## src/sv/sfs_pkg.sv

```systemverilog
// Shared types, constants and arithmetic helpers for the sampled file signature block.
package sfs_pkg;

   localparam int WINDOW_BYTES_DEF = 64;
   localparam int SAMPLE_CAP_DEF   = 64;
   localparam int SIZE_BITS_DEF    = 48;

   localparam int QUEUE_DEPTH = 4;
   localparam int QPTR_BITS   = $clog2(QUEUE_DEPTH);
   localparam int QLVL_BITS   = $clog2(QUEUE_DEPTH + 1);

   localparam logic [2:0] KIND_START  = 3'd0;
   localparam logic [2:0] KIND_PATH   = 3'd1;
   localparam logic [2:0] KIND_POS    = 3'd2;
   localparam logic [2:0] KIND_DATA   = 3'd3;
   localparam logic [2:0] KIND_FINISH = 3'd4;

   localparam logic [1:0] ANS_COUNT = 2'd0;
   localparam logic [1:0] ANS_POS   = 2'd1;
   localparam logic [1:0] ANS_SIG   = 2'd2;

   localparam logic [63:0] FNV_BASIS = 64'hcbf29ce484222325;
   localparam logic [63:0] ROT_INIT  = 64'h9e3779b97f4a7c15;
   localparam logic [31:0] SEED_MIX  = 32'h9e3779b9;
   localparam logic [31:0] LCG_MULT  = 32'd1103515245;
   localparam logic [31:0] LCG_INC   = 32'd12345;
   localparam logic [5:0]  WCOUNT_LAST = 6'd62;

   typedef struct packed {
      logic [2:0]  kind;
      logic [47:0] file_size;
      logic [7:0]  path_byte;
      logic [7:0]  data_byte;
      logic        window_end;
   } req_type;

   typedef struct packed {
      logic [1:0]  answer_kind;
      logic        status;
      logic [6:0]  sample_count;
      logic [47:0] window_offset;
      logic [6:0]  window_length;
      logic [63:0] sig_xor;
      logic [63:0] sig_rot;
   } rsp_type;

   typedef struct packed {
      logic [2:0]  op;
      logic [47:0] size;
      logic [7:0]  byte_val;
      logic        wend;
      logic [6:0]  count;
      logic        tiny;
   } entry_type;

   typedef struct packed {
      logic [2:0] op;
      logic       status;
      logic       calc;
      logic [6:0] count;
      logic [6:0] length;
      logic       tiny;
      logic       wend;
   } ctrl_type;

   // The FNV-1a 64 prime is 2^40 + 435, so the product is a sum of shifted copies.
   function automatic logic [63:0] fnv_step(input logic [63:0] h, input logic [7:0] b);
      logic [63:0] x;
      x = h ^ {56'd0, b};
      return (x << 40) + (x << 8) + (x << 7) + (x << 5) + (x << 4) + (x << 1) + x;
   endfunction

   // Since 4096 leaves 1 modulo 65 and 64 leaves -1, the remainder comes from narrow folds.
   function automatic logic [6:0] mod65(input logic [31:0] x);
      logic [13:0] s;
      logic [12:0] t;
      logic [6:0]  a;
      logic [6:0]  b;
      s = 14'(x[11:0]) + 14'(x[23:12]) + 14'(x[31:24]);
      t = 13'(s[11:0]) + 13'(s[13:12]);
      a = t[12:6];
      b = {1'b0, t[5:0]};
      if (b >= a) begin
         return b - a;
      end else begin
         return 7'(8'(b) + 8'd65 - 8'(a));
      end
   endfunction

   function automatic logic [63:0] rotl64(input logic [63:0] v, input logic [5:0] n);
      logic [127:0] d;
      d = {v, v} << n;
      return d[127:64];
   endfunction

endpackage

```

## src/sv/sfs_front.sv

```systemverilog
// Input stage that accepts transactions, drops unknown kinds and works out the sample count.
module sfs_front import sfs_pkg::*; #(
   parameter int WINDOW_BYTES = WINDOW_BYTES_DEF,
   parameter int SAMPLE_CAP   = SAMPLE_CAP_DEF,
   parameter int SIZE_BITS    = SIZE_BITS_DEF
) (
   input  logic                 clock,
   input  logic                 reset,
   input  logic                 req_valid,
   output logic                 req_stall,
   input  req_type              req_data,
   input  logic [QLVL_BITS-1:0] q_level,
   output logic                 push,
   output entry_type            push_entry
);

   logic                 f_valid_ff, f_valid_in;
   entry_type            f_entry_ff, f_entry_in;
   logic                 accept;
   logic                 known;
   logic [SIZE_BITS-1:0] size;
   logic                 tiny;
   logic [SAMPLE_CAP+1:1] ge;
   logic [6:0]           count;

   assign req_stall = ({1'b0, q_level} + (QLVL_BITS+1)'(f_valid_ff))
                      >= (QLVL_BITS+1)'(QUEUE_DEPTH);
   assign accept    = req_valid && !req_stall;
   assign size      = SIZE_BITS'(req_data.file_size);
   assign tiny      = size <= SIZE_BITS'(WINDOW_BYTES);

   always_comb begin
      unique case (req_data.kind) inside
         KIND_START, KIND_PATH, KIND_POS, KIND_DATA, KIND_FINISH: known = 1'b1;
         default: known = 1'b0;
      endcase
   end

   // The sample count is the highest k for which the size holds WINDOW_BYTES << k bytes.
   always_comb begin
      ge[SAMPLE_CAP+1] = 1'b0;
      for (int k = 1; k <= SAMPLE_CAP; k++) begin
         ge[k] = (size >> k) >= SIZE_BITS'(WINDOW_BYTES);
      end
      count = '0;
      for (int k = 1; k <= SAMPLE_CAP; k++) begin
         if (ge[k] && !ge[k+1]) begin
            count = count | 7'(k);
         end
      end
      if (count == 7'd0 || tiny) begin
         count = 7'd1;
      end
   end

   always_comb begin
      f_valid_in = accept && known;
      f_entry_in = f_entry_ff;
      if (accept) begin
         f_entry_in.op       = req_data.kind;
         f_entry_in.size     = 48'(size);
         f_entry_in.byte_val = (req_data.kind == KIND_PATH) ? req_data.path_byte
                                                            : req_data.data_byte;
         f_entry_in.wend     = req_data.window_end;
         f_entry_in.count    = count;
         f_entry_in.tiny     = tiny;
      end
   end

   always_ff @(posedge clock) begin
      if (reset) begin
         f_valid_ff <= 1'b0;
      end else begin
         f_valid_ff <= f_valid_in;
      end
      f_entry_ff <= f_entry_in;
   end

   assign push       = f_valid_ff;
   assign push_entry = f_entry_ff;

endmodule

```

## src/sv/sfs_queue.sv

```systemverilog
// Short queue that decouples the input stage from the execution stages.
module sfs_queue import sfs_pkg::*; (
   input  logic                 clock,
   input  logic                 reset,
   input  logic                 push,
   input  entry_type            push_entry,
   input  logic                 pop,
   output logic                 pop_valid,
   output entry_type            pop_entry,
   output logic [QLVL_BITS-1:0] level
);

   entry_type            entries_ff [QUEUE_DEPTH];
   entry_type            entries_in [QUEUE_DEPTH];
   logic [QPTR_BITS-1:0] wr_ptr_ff, wr_ptr_in;
   logic [QPTR_BITS-1:0] rd_ptr_ff, rd_ptr_in;
   logic [QLVL_BITS-1:0] level_ff, level_in;

   always_comb begin
      entries_in = entries_ff;
      wr_ptr_in  = wr_ptr_ff;
      rd_ptr_in  = rd_ptr_ff;
      if (push) begin
         entries_in[wr_ptr_ff] = push_entry;
         wr_ptr_in = (wr_ptr_ff == QPTR_BITS'(QUEUE_DEPTH - 1)) ? '0 : wr_ptr_ff + 1'b1;
      end
      if (pop) begin
         rd_ptr_in = (rd_ptr_ff == QPTR_BITS'(QUEUE_DEPTH - 1)) ? '0 : rd_ptr_ff + 1'b1;
      end
      level_in = level_ff + QLVL_BITS'(push) - QLVL_BITS'(pop);
   end

   always_ff @(posedge clock) begin
      if (reset) begin
         wr_ptr_ff <= '0;
         rd_ptr_ff <= '0;
         level_ff  <= '0;
      end else begin
         wr_ptr_ff <= wr_ptr_in;
         rd_ptr_ff <= rd_ptr_in;
         level_ff  <= level_in;
      end
      entries_ff <= entries_in;
   end

   assign pop_valid = level_ff != '0;
   assign pop_entry = entries_ff[rd_ptr_ff];
   assign level     = level_ff;

   a_no_overflow: assert property (@(posedge clock) disable iff (reset)
      push |-> (level_ff < QLVL_BITS'(QUEUE_DEPTH) || pop))
      else $error("Queue written while full.");

   a_no_underflow: assert property (@(posedge clock) disable iff (reset)
      pop |-> level_ff != '0)
      else $error("Queue read while empty.");

endmodule

```

## src/sv/sfs_core.sv

```systemverilog
// Execution stage that holds the seed, hash and sampling state and updates it per transaction.
module sfs_core import sfs_pkg::*; #(
   parameter int WINDOW_BYTES = WINDOW_BYTES_DEF,
   parameter int SIZE_BITS    = SIZE_BITS_DEF
) (
   input  logic                 clock,
   input  logic                 reset,
   input  logic                 q_valid,
   input  entry_type            q_entry,
   output logic                 q_pop,
   input  logic                 take,
   output logic                 s1_valid,
   output ctrl_type             s1_ctrl,
   output logic [31:0]          s1_seed,
   output logic [SIZE_BITS-1:0] s1_base,
   output logic [SIZE_BITS-1:0] s1_limit,
   output logic [63:0]          s1_hash,
   output logic [5:0]           s1_rot
);

   logic [31:0]          seed_ff, seed_in;
   logic [63:0]          fnv_ff, fnv_in;
   logic [SIZE_BITS-1:0] size_ff, size_in;
   logic [6:0]           total_ff, total_in;
   logic [6:0]           index_ff, index_in;
   logic [5:0]           wcount_ff, wcount_in;
   logic                 tiny_ff, tiny_in;

   logic                 s1_valid_ff, s1_valid_in;
   ctrl_type             s1_ctrl_ff, s1_ctrl_in;
   logic [31:0]          s1_seed_ff, s1_seed_in;
   logic [SIZE_BITS-1:0] s1_base_ff, s1_base_in;
   logic [SIZE_BITS-1:0] s1_limit_ff, s1_limit_in;
   logic [63:0]          s1_hash_ff, s1_hash_in;
   logic [5:0]           s1_rot_ff, s1_rot_in;

   logic                 pop;
   logic [31:0]          lcg;
   logic [63:0]          fnv_next;
   logic [5:0]           wc_next;

   assign pop      = q_valid && (!s1_valid_ff || take);
   assign lcg      = 32'(seed_ff * LCG_MULT) + LCG_INC;
   assign fnv_next = fnv_step(fnv_ff, q_entry.byte_val);
   assign wc_next  = (wcount_ff == WCOUNT_LAST) ? 6'd0 : wcount_ff + 6'd1;

   always_comb begin
      seed_in     = seed_ff;
      fnv_in      = fnv_ff;
      size_in     = size_ff;
      total_in    = total_ff;
      index_in    = index_ff;
      wcount_in   = wcount_ff;
      tiny_in     = tiny_ff;
      s1_ctrl_in  = s1_ctrl_ff;
      s1_seed_in  = s1_seed_ff;
      s1_base_in  = s1_base_ff;
      s1_limit_in = s1_limit_ff;
      s1_hash_in  = s1_hash_ff;
      s1_rot_in   = s1_rot_ff;
      s1_valid_in = pop ? 1'b1 : (take ? 1'b0 : s1_valid_ff);
      if (pop) begin
         s1_ctrl_in    = '0;
         s1_ctrl_in.op = q_entry.op;
         s1_seed_in    = lcg;
         s1_base_in    = size_ff - (size_ff >> index_ff);
         s1_limit_in   = size_ff - SIZE_BITS'(WINDOW_BYTES);
         s1_hash_in    = fnv_next;
         s1_rot_in     = wc_next;
         unique case (q_entry.op)
            KIND_START: begin
               size_in   = SIZE_BITS'(q_entry.size);
               seed_in   = 32'(q_entry.size) ^ SEED_MIX;
               tiny_in   = q_entry.tiny;
               total_in  = q_entry.count;
               index_in  = 7'd1;
               wcount_in = 6'd0;
               fnv_in    = FNV_BASIS;
               s1_ctrl_in.count  = q_entry.count;
               s1_ctrl_in.tiny   = q_entry.tiny;
               s1_ctrl_in.length = q_entry.tiny ? 7'(q_entry.size) : 7'(WINDOW_BYTES);
            end
            KIND_PATH: begin
               seed_in = (seed_ff << 5) - seed_ff + {24'd0, q_entry.byte_val};
            end
            KIND_POS: begin
               if (index_ff > total_ff) begin
                  s1_ctrl_in.status = 1'b1;
               end else begin
                  index_in = index_ff + 7'd1;
                  if (tiny_ff) begin
                     s1_ctrl_in.length = 7'(size_ff);
                  end else begin
                     seed_in           = lcg;
                     s1_ctrl_in.calc   = 1'b1;
                     s1_ctrl_in.length = 7'(WINDOW_BYTES);
                  end
               end
            end
            KIND_DATA: begin
               s1_ctrl_in.tiny = tiny_ff;
               s1_ctrl_in.wend = q_entry.wend;
               if (q_entry.wend) begin
                  fnv_in    = FNV_BASIS;
                  wcount_in = 6'd0;
               end else begin
                  fnv_in    = fnv_next;
                  wcount_in = wc_next;
               end
            end
            default: begin
            end
         endcase
      end
   end

   always_ff @(posedge clock) begin
      if (reset) begin
         seed_ff     <= '0;
         fnv_ff      <= FNV_BASIS;
         size_ff     <= '0;
         total_ff    <= '0;
         index_ff    <= 7'd1;
         wcount_ff   <= '0;
         tiny_ff     <= 1'b0;
         s1_valid_ff <= 1'b0;
      end else begin
         seed_ff     <= seed_in;
         fnv_ff      <= fnv_in;
         size_ff     <= size_in;
         total_ff    <= total_in;
         index_ff    <= index_in;
         wcount_ff   <= wcount_in;
         tiny_ff     <= tiny_in;
         s1_valid_ff <= s1_valid_in;
      end
      s1_ctrl_ff  <= s1_ctrl_in;
      s1_seed_ff  <= s1_seed_in;
      s1_base_ff  <= s1_base_in;
      s1_limit_ff <= s1_limit_in;
      s1_hash_ff  <= s1_hash_in;
      s1_rot_ff   <= s1_rot_in;
   end

   assign q_pop    = pop;
   assign s1_valid = s1_valid_ff;
   assign s1_ctrl  = s1_ctrl_ff;
   assign s1_seed  = s1_seed_ff;
   assign s1_base  = s1_base_ff;
   assign s1_limit = s1_limit_ff;
   assign s1_hash  = s1_hash_ff;
   assign s1_rot   = s1_rot_ff;

   a_index_bound: assert property (@(posedge clock) disable iff (reset)
      {1'b0, index_ff} <= {1'b0, total_ff} + 8'd1)
      else $error("Sample index ran past the sample total.");

   a_wcount_range: assert property (@(posedge clock) disable iff (reset)
      wcount_ff <= WCOUNT_LAST)
      else $error("Window byte count left its modulo range.");

endmodule

```

## src/sv/sfs_finish.sv

```systemverilog
// Completion stage that finishes window offsets, keeps the signature accumulators and holds the result.
module sfs_finish import sfs_pkg::*; #(
   parameter int SIZE_BITS = SIZE_BITS_DEF
) (
   input  logic                 clock,
   input  logic                 reset,
   input  logic                 s1_valid,
   input  ctrl_type             s1_ctrl,
   input  logic [31:0]          s1_seed,
   input  logic [SIZE_BITS-1:0] s1_base,
   input  logic [SIZE_BITS-1:0] s1_limit,
   input  logic [63:0]          s1_hash,
   input  logic [5:0]           s1_rot,
   output logic                 take,
   output logic                 rsp_valid,
   input  logic                 rsp_stall,
   output rsp_type              rsp_data
);

   logic [63:0]        acc_xor_ff, acc_xor_in;
   logic [63:0]        acc_rot_ff, acc_rot_in;
   logic               rsp_valid_ff, rsp_valid_in;
   rsp_type            rsp_data_ff, rsp_data_in;

   logic               load;
   logic [6:0]         jump;
   logic [SIZE_BITS:0] sum;
   logic [SIZE_BITS-1:0] pos;
   logic [63:0]        rot_hash;
   rsp_type            res;
   logic               has_result;

   assign take     = !rsp_valid_ff || !rsp_stall;
   assign load     = s1_valid && take;
   assign jump     = mod65(s1_seed);
   assign sum      = {1'b0, s1_base} + (SIZE_BITS+1)'(jump);
   assign pos      = (sum > {1'b0, s1_limit}) ? s1_limit : sum[SIZE_BITS-1:0];
   assign rot_hash = rotl64(s1_hash, s1_rot);

   always_comb begin
      res        = '0;
      has_result = 1'b0;
      acc_xor_in = acc_xor_ff;
      acc_rot_in = acc_rot_ff;
      unique case (s1_ctrl.op)
         KIND_START: begin
            has_result        = 1'b1;
            res.answer_kind   = ANS_COUNT;
            res.sample_count  = s1_ctrl.count;
            res.window_length = s1_ctrl.length;
            if (s1_ctrl.tiny) begin
               acc_xor_in = FNV_BASIS;
               acc_rot_in = FNV_BASIS;
            end else begin
               acc_xor_in = '0;
               acc_rot_in = ROT_INIT;
            end
         end
         KIND_POS: begin
            has_result        = 1'b1;
            res.answer_kind   = ANS_POS;
            res.status        = s1_ctrl.status;
            res.window_offset = s1_ctrl.calc ? 48'(pos) : 48'd0;
            res.window_length = s1_ctrl.length;
         end
         KIND_DATA: begin
            if (s1_ctrl.wend) begin
               if (s1_ctrl.tiny) begin
                  acc_xor_in = s1_hash;
                  acc_rot_in = s1_hash;
               end else begin
                  acc_xor_in = acc_xor_ff ^ s1_hash;
                  acc_rot_in = acc_rot_ff + rot_hash;
               end
            end
         end
         KIND_FINISH: begin
            has_result      = 1'b1;
            res.answer_kind = ANS_SIG;
            res.sig_xor     = acc_xor_ff;
            res.sig_rot     = acc_rot_ff;
         end
         default: begin
         end
      endcase
      if (!load) begin
         acc_xor_in = acc_xor_ff;
         acc_rot_in = acc_rot_ff;
      end
      rsp_valid_in = take ? (load && has_result) : rsp_valid_ff;
      rsp_data_in  = (load && has_result) ? res : rsp_data_ff;
   end

   always_ff @(posedge clock) begin
      if (reset) begin
         acc_xor_ff   <= '0;
         acc_rot_ff   <= ROT_INIT;
         rsp_valid_ff <= 1'b0;
      end else begin
         acc_xor_ff   <= acc_xor_in;
         acc_rot_ff   <= acc_rot_in;
         rsp_valid_ff <= rsp_valid_in;
      end
      rsp_data_ff <= rsp_data_in;
   end

   assign rsp_valid = rsp_valid_ff;
   assign rsp_data  = rsp_data_ff;

   a_exhausted_zero: assert property (@(posedge clock) disable iff (reset)
      (rsp_valid_ff && rsp_data_ff.answer_kind == ANS_POS && rsp_data_ff.status)
      |-> (rsp_data_ff.window_offset == 48'd0 && rsp_data_ff.window_length == 7'd0))
      else $error("Refused position carries a nonzero offset or length.");

   a_count_nonzero: assert property (@(posedge clock) disable iff (reset)
      (rsp_valid_ff && rsp_data_ff.answer_kind == ANS_COUNT)
      |-> rsp_data_ff.sample_count != 7'd0)
      else $error("Sample count result is zero.");

endmodule

```

## src/sv/sampled_file_signature.sv

```systemverilog
// Top level of the sampled file signature engine.
// The req channel carries one transaction per item: start (file size), path byte,
// window position request, data byte (with a window end flag) or finish. Unknown
// kinds are accepted and dropped. The rsp channel returns a sample count after a
// start, a window offset and length after a position request, and the two 64-bit
// signature halves after a finish; path and data bytes return nothing.
// Both channels use valid and stall; a transaction moves when valid is high and
// stall is low. Once taken, a request passes through the input stage register,
// the queue and the execution stage register to the completion stage result
// register, which drives rsp. One transaction per cycle is sustained while rsp
// is not stalled. While rsp is stalled, the result register holds and the
// four-entry queue keeps filling; req_stall rises once the queue and the input
// stage together hold four transactions.
// Reset is synchronous: it empties the pipeline and the queue and returns the seed,
// hash, sampling counters and accumulators to their initial values.
module sampled_file_signature import sfs_pkg::*; #(
   parameter int WINDOW_BYTES = WINDOW_BYTES_DEF,
   parameter int SAMPLE_CAP   = SAMPLE_CAP_DEF,
   parameter int SIZE_BITS    = SIZE_BITS_DEF
) (
   input  logic    clock,
   input  logic    reset,
   input  logic    req_valid,
   output logic    req_stall,
   input  req_type req_data,
   output logic    rsp_valid,
   input  logic    rsp_stall,
   output rsp_type rsp_data
);

   logic                 push;
   entry_type            push_entry;
   logic                 q_pop;
   logic                 q_valid;
   entry_type            q_entry;
   logic [QLVL_BITS-1:0] q_level;
   logic                 take;
   logic                 s1_valid;
   ctrl_type             s1_ctrl;
   logic [31:0]          s1_seed;
   logic [SIZE_BITS-1:0] s1_base;
   logic [SIZE_BITS-1:0] s1_limit;
   logic [63:0]          s1_hash;
   logic [5:0]           s1_rot;

   sfs_front #(
      .WINDOW_BYTES(WINDOW_BYTES),
      .SAMPLE_CAP  (SAMPLE_CAP),
      .SIZE_BITS   (SIZE_BITS)
   ) u_front (
      .clock      (clock),
      .reset      (reset),
      .req_valid  (req_valid),
      .req_stall  (req_stall),
      .req_data   (req_data),
      .q_level    (q_level),
      .push       (push),
      .push_entry (push_entry)
   );

   sfs_queue u_queue (
      .clock      (clock),
      .reset      (reset),
      .push       (push),
      .push_entry (push_entry),
      .pop        (q_pop),
      .pop_valid  (q_valid),
      .pop_entry  (q_entry),
      .level      (q_level)
   );

   sfs_core #(
      .WINDOW_BYTES(WINDOW_BYTES),
      .SIZE_BITS   (SIZE_BITS)
   ) u_core (
      .clock    (clock),
      .reset    (reset),
      .q_valid  (q_valid),
      .q_entry  (q_entry),
      .q_pop    (q_pop),
      .take     (take),
      .s1_valid (s1_valid),
      .s1_ctrl  (s1_ctrl),
      .s1_seed  (s1_seed),
      .s1_base  (s1_base),
      .s1_limit (s1_limit),
      .s1_hash  (s1_hash),
      .s1_rot   (s1_rot)
   );

   sfs_finish #(
      .SIZE_BITS(SIZE_BITS)
   ) u_finish (
      .clock     (clock),
      .reset     (reset),
      .s1_valid  (s1_valid),
      .s1_ctrl   (s1_ctrl),
      .s1_seed   (s1_seed),
      .s1_base   (s1_base),
      .s1_limit  (s1_limit),
      .s1_hash   (s1_hash),
      .s1_rot    (s1_rot),
      .take      (take),
      .rsp_valid (rsp_valid),
      .rsp_stall (rsp_stall),
      .rsp_data  (rsp_data)
   );

endmodule

```

## config.mk

```make
export PLATFORM = sky130hd
export DESIGN_NAME = sampled_file_signature
export DESIGN_NICKNAME = d
export VERILOG_FILES = /design/src/sv/sfs_pkg.sv /design/src/sv/sfs_front.sv /design/src/sv/sfs_queue.sv /design/src/sv/sfs_core.sv /design/src/sv/sfs_finish.sv /design/src/sv/sampled_file_signature.sv
export SDC_FILE = /design/constraint.sdc
export NUM_CORES = 2
export LEC_CHECK = 0
export BUFFER_PORTS_ARGS = -buffer_cell sky130_fd_sc_hd__buf_2
export CAP_MARGIN = 40
export CORE_ASPECT_RATIO = 1.4
export CORE_MARGIN = 2
export CORE_UTILIZATION = 55
export DETAILED_ROUTE_END_ITERATION = 10
export PLACE_DENSITY = 0.72
export RECOVER_POWER = 50
export SLEW_MARGIN = 5
export SYNTH_ARGS = -nofsm -noshare
export SYNTH_HDL_FRONTEND = slang
export SYNTH_SLANG_ARGS = --single-unit
```

## constraint.sdc

```tcl
create_clock -name clock -period 13.3 [get_ports clock]
set_input_delay 0.665 -clock clock [delete_from_list [all_inputs] [get_ports clock]]
set_output_delay 0.665 -clock clock [all_outputs]
set_load 0.02 [all_outputs]
```

Word-level counts from Yosys, hierarchy flattened. Cells that the tools add are included.

Divide/modulo/power cells: 0. Eq/ne operators: 20. Add/sub/neg operators: 26. Shifts and indexed selects: 2. Order comparisons: 55. Reduce and logical (&&, ||, !) cells: 121. Muxes and demuxes: 138. Multiply operators: 1. Bitwise logic cells: 5.

Operators by type and width (number): $mux W64 (17); $add A64 B64 Y64 (7); $pmux W64 S2 (3); $bwmux W272 (1); $mux W32 (8); $mux W68 (3); $mux W48 (3); $bmux W68 S2 (1); $demux W68 S2 (1); $shl A128 B6 Y128 (1); $mux W6 (21); $mux W7 (18); $pmux W32 S3 (1); $mux W5 (16); $xor A64 B64 Y64 (1); $xor A64 B8 Y64 (1); $mux W63 (1); $logic_and A1 B1 Y1 (52); $logic_not A1 Y1 (50); $add A48 B7 Y49 (1); $gt A49 B48 Y1 (1); $le A48 B7 Y1 const B (1); $shr A48 B7 Y48 (1); $sub A48 B48 Y48 (1); other kinds (99) (157).

Logic and storage cells: 432. Output and inout port bits: 195. Memories: 0. Register bits: 1055. Bits in latches: 0. Bits in writable memories: 0. Input bits: 72. Memory bits (read-only): 0.

Logic depth before layout (Yosys ltp).
Depth in word-level cells: 52. Depth in mapped cells: 52. Depth with buffers taken out: 51.

Modules after synthesis. Synthesis repeated with hierarchy kept, for this count alone.

Cell total of the unflattened synthesis: 7362. Area total of the unflattened synthesis: 78805.6 um2.

Modules (own cells, without submodules): sfs_core (sequential area each 9899.5 um2, area an instance 39536.7 um2, cells an instance 3974, instances 1); sfs_finish (sequential area each 8378.0 um2, area an instance 26284.0 um2, cells an instance 2810, instances 1); sfs_queue (sequential area each 8308.0 um2, area an instance 10241.1 um2, cells an instance 396, instances 1); sfs_front (sequential area each 2031.9 um2, area an instance 2743.9 um2, cells an instance 182, instances 1).

Worst setup path after synthesis. No wires, ideal clock.

Path type: reg-to-reg. Start: reg u_core.s1_seed_ff[1], in the netlist u_core.s1_seed[1]. End: reg u_finish.rsp_data_ff, in the netlist u_finish.rsp_data[172] (data pin). Path slack: 3.402 ns. Data arrival time: 9.731 ns. Path buffers: 2. Cell stages (with the launch flop): 52. Data required time: 13.133 ns. Clock period less this slack: 9.898 ns. Cells stage by stage: edfxtp_1 > ha_1 > a21o_1 > a21oi_1 > o21bai_1 > a21oi_2 > o21bai_1 > a21oi_1 > xnor2_1 > ha_1 > and2_1 > a221oi_4 > nor3b_1 > nand2_1 > xnor2_1 > ha_1 > fa_1 > and3_1 > [... 16 more ...] > o21ai_0 > a211oi_2 > nand4_1 > nor3_1 > xnor2_1 > ha_1 > a21o_1 > a21oi_1 > nor2b_1 > o21ai_0 > nand2b_1 > a211oi_1 > o211ai_1 > a31oi_1 > o22ai_2 > buf_2 > buf_2 > a211oi_1.

Word-level cells in the longest chain between the ends: 9. Elaborated cells between the ends (all ways): 11. Classes of those cells: 7 x add/sub; 2 x order compare; 2 x mux.

Ends and longest elaborated chain: from (decl) (line sfs_core.sv:31) `logic [31:0] s1_seed_ff, s1_seed_in;`; from (signal assigned) (line sfs_core.sv:138) `s1_seed_ff <= s1_seed_in;`; $add A12 B12 Y13 (*) (line sfs_pkg.sv:79) `s = 14'(x[11:0]) + 14'(x[23:12]) + 14'(x[31:24]);`; $add A14 B8 Y14 (*) (line sfs_pkg.sv:79); $add A12 B2 Y13 (*) (line sfs_pkg.sv:80) `t = 13'(s[11:0]) + 13'(s[13:12]);`; $add A6 B7 Y7 (line sfs_pkg.sv:86) `return 7'(8'(b) + 8'd65 - 8'(a));`; $sub A7 B7 Y7 (line sfs_pkg.sv:86); $mux W7 (*) (line sfs_pkg.sv:83) `if (b >= a) begin`; $add A48 B7 Y49 (*) (line sfs_finish.sv:36) `assign sum = {1'b0, s1_base} + (SIZE_BITS+1)'(jump);`; $gt A49 B48 Y1 (line sfs_finish.sv:37) `assign pos = (sum > {1'b0, s1_limit}) ? s1_limit : sum[SIZE_BITS-1:0];`; $mux W48 (*) (line sfs_finish.sv:37); to (signal assigned) (line sfs_finish.sv:104) `rsp_data_ff <= rsp_data_in;`; to (decl) (line sfs_finish.sv:23) `rsp_type rsp_data_ff, rsp_data_in;`.

Mark *: on every way between the ends. The rest lies on a longest branch, timed or not. A chain may end at the register's enable or synchronous reset.

Worst setup path in the final report.
Start: reg u_core.s1_seed_ff[13], in the netlist u_core.s1_seed[13]. End: reg u_finish.rsp_data_ff, in the netlist u_finish.rsp_data[166] (data pin).

The elaborated chain is that of the path after synthesis.

==> flow_metrics.env <==
export IMPL_cts_root_buf="clkbuf_16"
export IMPL_initial_core_util_pct=55.3
export IMPL_htreeDepth=3
export IMPL_nNetsFinal=8409
export IMPL_synth_area_per_cell_sq_um=10.7
export IMPL_max_stage_delay_ps=640
export IMPL_fin_tns_setup_ps=0
export IMPL_crit_path_start="u_core.s1_seed[13]"
export IMPL_grt_pass1_wl_microns=349000
export IMPL_synth_edf_count=745
export IMPL_cap_viol_max_count=11
export IMPL_yosysTopAreaCell="edfxtp_1"
export IMPL_startpoint_type="flip-flop"
export IMPL_grt_busiest_layer="met2"
export IMPL_drtPass1Iterations=6
export IMPL_cts_resized=0
export IMPL_layout_drive_gt1_share_pct=8.22
export IMPL_area_growth_pct=8.26
export IMPL_cts_buffers=101
export IMPL_drtIter0Drc=4802
export IMPL_core_region_area_sq_um=139000
export IMPL_wl_per_cell_microns=25.1
export IMPL_use_met2_pct=56.2
export IMPL_ys_ff_latch=1047
export IMPL_grt_pass1_vias=57700
export IMPL_syn_area_sq_um=76900
export IMPL_portBuffers=265
export IMPL_drv_slew=545
export IMPL_crit_fanout=55
export IMPL_antenna_left=0
export IMPL_criticalPathCategory="flip-flop to flip-flop"
export IMPL_worstHoldStart="req_data[0]"
export IMPL_netlist_area_leader_share_pct=29.1
export IMPL_r2r_start="u_core.s1_seed[13]"
export IMPL_maxSlewHeadroom_pct=-308
export IMPL_antenna_found_initial=2
export IMPL_worst_skew_pair_late_latency_ps=780
export IMPL_synth_cells=7159
export IMPL_violations="capacitance limit, slew limit"
export IMPL_clock_fmax_ghz=0.0844
export IMPL_ys_flop_type="edfxtp_1"
export IMPL_cts_tree="built"
export IMPL_status="complete, but fails checks"
export IMPL_grt_use_met3_pct=4.26
export IMPL_ioPinCount=267
export IMPL_clk_pin_slew_worst_paths_ps=70
export IMPL_overflow=0
export IMPL_rsz0062_at_grt="false"
export IMPL_die_w_microns=320
export IMPL_min_path_type="input pin to flip-flop"
export IMPL_synth_top_cells_by_area="edfxtp_1, fa_1, ha_1"
export IMPL_routed_wl_microns=231000
export IMPL_fin_worst_skew_ps=93.8
export IMPL_seq_area_frac_synth_pct=37.0
export IMPL_place_hpwl_microns=178000
export IMPL_cts_hold_buffers=0
export IMPL_finalWeightedCongestion=1.02
export IMPL_rows=162
export IMPL_grt_max_degree=112
export IMPL_use_met1_pct=37.3
export IMPL_slowest_stage="a2111oi_0"
export IMPL_min_period_over_period_pct=89.1
export IMPL_yosys_cell_types_count=101
export IMPL_die_area_sq_um=143000
export IMPL_viasPerCell=6.18
export IMPL_endpoint_kind="flip-flop"
export IMPL_tightestPinTransition_ps=6120
export IMPL_cts_setup_buffers=0
export IMPL_path_common_cell="ha_1"
export IMPL_hold_viol=0
export IMPL_grt_usage_pct=32.4
export IMPL_num_vias=56800
export IMPL_ctsLongestPathBuffers=3
export IMPL_ys_warn_count=0
export IMPL_critical_path_arrival_ps=12430
export IMPL_async_flop_share_pct=0
export IMPL_crit_required_ps=13880
export IMPL_setup_viol=0
export IMPL_fin_crit_ps=11850
export IMPL_drc=0
export IMPL_die_height_microns=446
export IMPL_syn_nets=8274
export IMPL_clock_sinks=1047
[worst max-delay path, delay by kind of cell, from the launching register on]
family	cells	cell delay (ps)
compound gates	21	5010
simple gates	11	2330
buf+inv	2	540
fa+ha+maj	8	2390
xor+xnor	5	940
flops	1	420
[cell families (layout without fill, tap and decap cells)]
kind of cell	Yosys count	after routing	share of synthesized area, %
xor gates and xnor gates	410	410	4.67
and+or+nand+nor	1749	1749	10.5
other	1	3	0.00488
AOI/OAI and AO/OA	1530	1530	12.8
buffers and inverters	1013	1234	4.99
DFF	1047	1047	37.0
adders and majority gates	1044	1044	21.5
muxes	365	365	8.56
[metal layers]
metal / part of all wire, % / up-vias
li1: - / 25800
met1: 36 / 27900
met2: 49 / 2282
met3: 5.8 / 762
met4: 8.4 / 2
met5: 0.0048 / -
[Yosys cell counts, drive strengths merged, types with 14 or more instances]
library cell  number
o21ai            401
o21a              39
clkbuf           267
a211oi           101
nand2b            58
mux2              51
inv              685
nand2            692
or3               24
nor2b             37
a22o              21
nand3             73
a2111oi           14
fa               461
or2               15
xnor2            280
a22oi             83
o31ai             18
edfxtp           745
a21o             139
nor2             418
o211ai            18
o21bai            46
and3              42
nor4              26
buf               57
nor3              82
a21oi            398
a31oi             33
mux4             228
xor2             130
a221oi            64
o22a              23
ha               582
dfxtp            302
mux2i             86
nand4             64
and2             169
o22ai             41
[final timing paths]
path,to,cells past startpoint,slack (ps)
hold reg to reg,u_core.total_ff[2],2,460
setup / recovery,u_finish.rsp_data[166],47,1450
setup reg to reg,u_finish.rsp_data[166],47,1450
hold / removal,u_front.push_entry[8],1,60
[placed cells by master, fill, tap and decap left out, types with 72 or more instances in the layout]
cell         n
edfxtp_1   745
nand2_1    690
inv_1      682
ha_1       582
fa_1       461
nor2_1     414
a21oi_1    394
o21ai_0    392
dfxtp_1    299
xnor2_1    280
clkbuf_1   271
mux4_2     228
a21o_1     139
and2_1     137
xor2_1     130
clkbuf_16  104
a211oi_1    97
mux2i_1     86
a22oi_1     82
nor3_1      79
nand3_1     72
[per-stage QoR]
step | utilization [%] | std cells | hold slack [ps] | cell area [sq um] | setup slack [ps]
3_3_place_gp | 57.5 | 8974 | 443 | 79900 | 1470
2_1_floorplan | - | 7159 | 436 | 76900 | 3400
6_report | 59.9 | 9186 | 64.5 | 83200 | 1450
3_5_place_dp | 57.7 | 8992 | 449 | 80200 | 1350
5_1_grt | 59.8 | 9184 | 51.2 | 83200 | 645
4_1_cts | 60.2 | 9181 | 35.5 | 83700 | 1380
[sequential cells by signal, indices dropped and copies added, names as in the netlist, 20 cells and up]
register             cells
u_queue.entries_ff     268
u_finish.acc_xor_ff     64
u_core.fnv_ff           64
u_core.s1_limit         48
u_core.s1_seed          32
u_core.size_ff          48
u_front.push_entry      67
u_core.s1_base          48
u_finish.rsp_data      192
u_finish.acc_rot_ff     64
u_core.seed_ff          32
u_core.s1_ctrl          20
u_core.s1_hash          64
[area by class of cell]
type / instances / area [sq um]
Sequential cell: 1047 / 28400
Timing Repair Buffer: 356 / 1780
Tap cell: 1804 / 2260
Inverter: 689 / 2590
Multi-Input combinational cell: 5099 / 44700
Clock inverter: 67 / 749
Antenna cell: 2 / 5.00
Fill cell: 11700 / 55800
Clock buffer: 122 / 2710
Power is not shown: default switching activity piles up to over one toggle a cycle in this logic, so the estimate is an artifact.
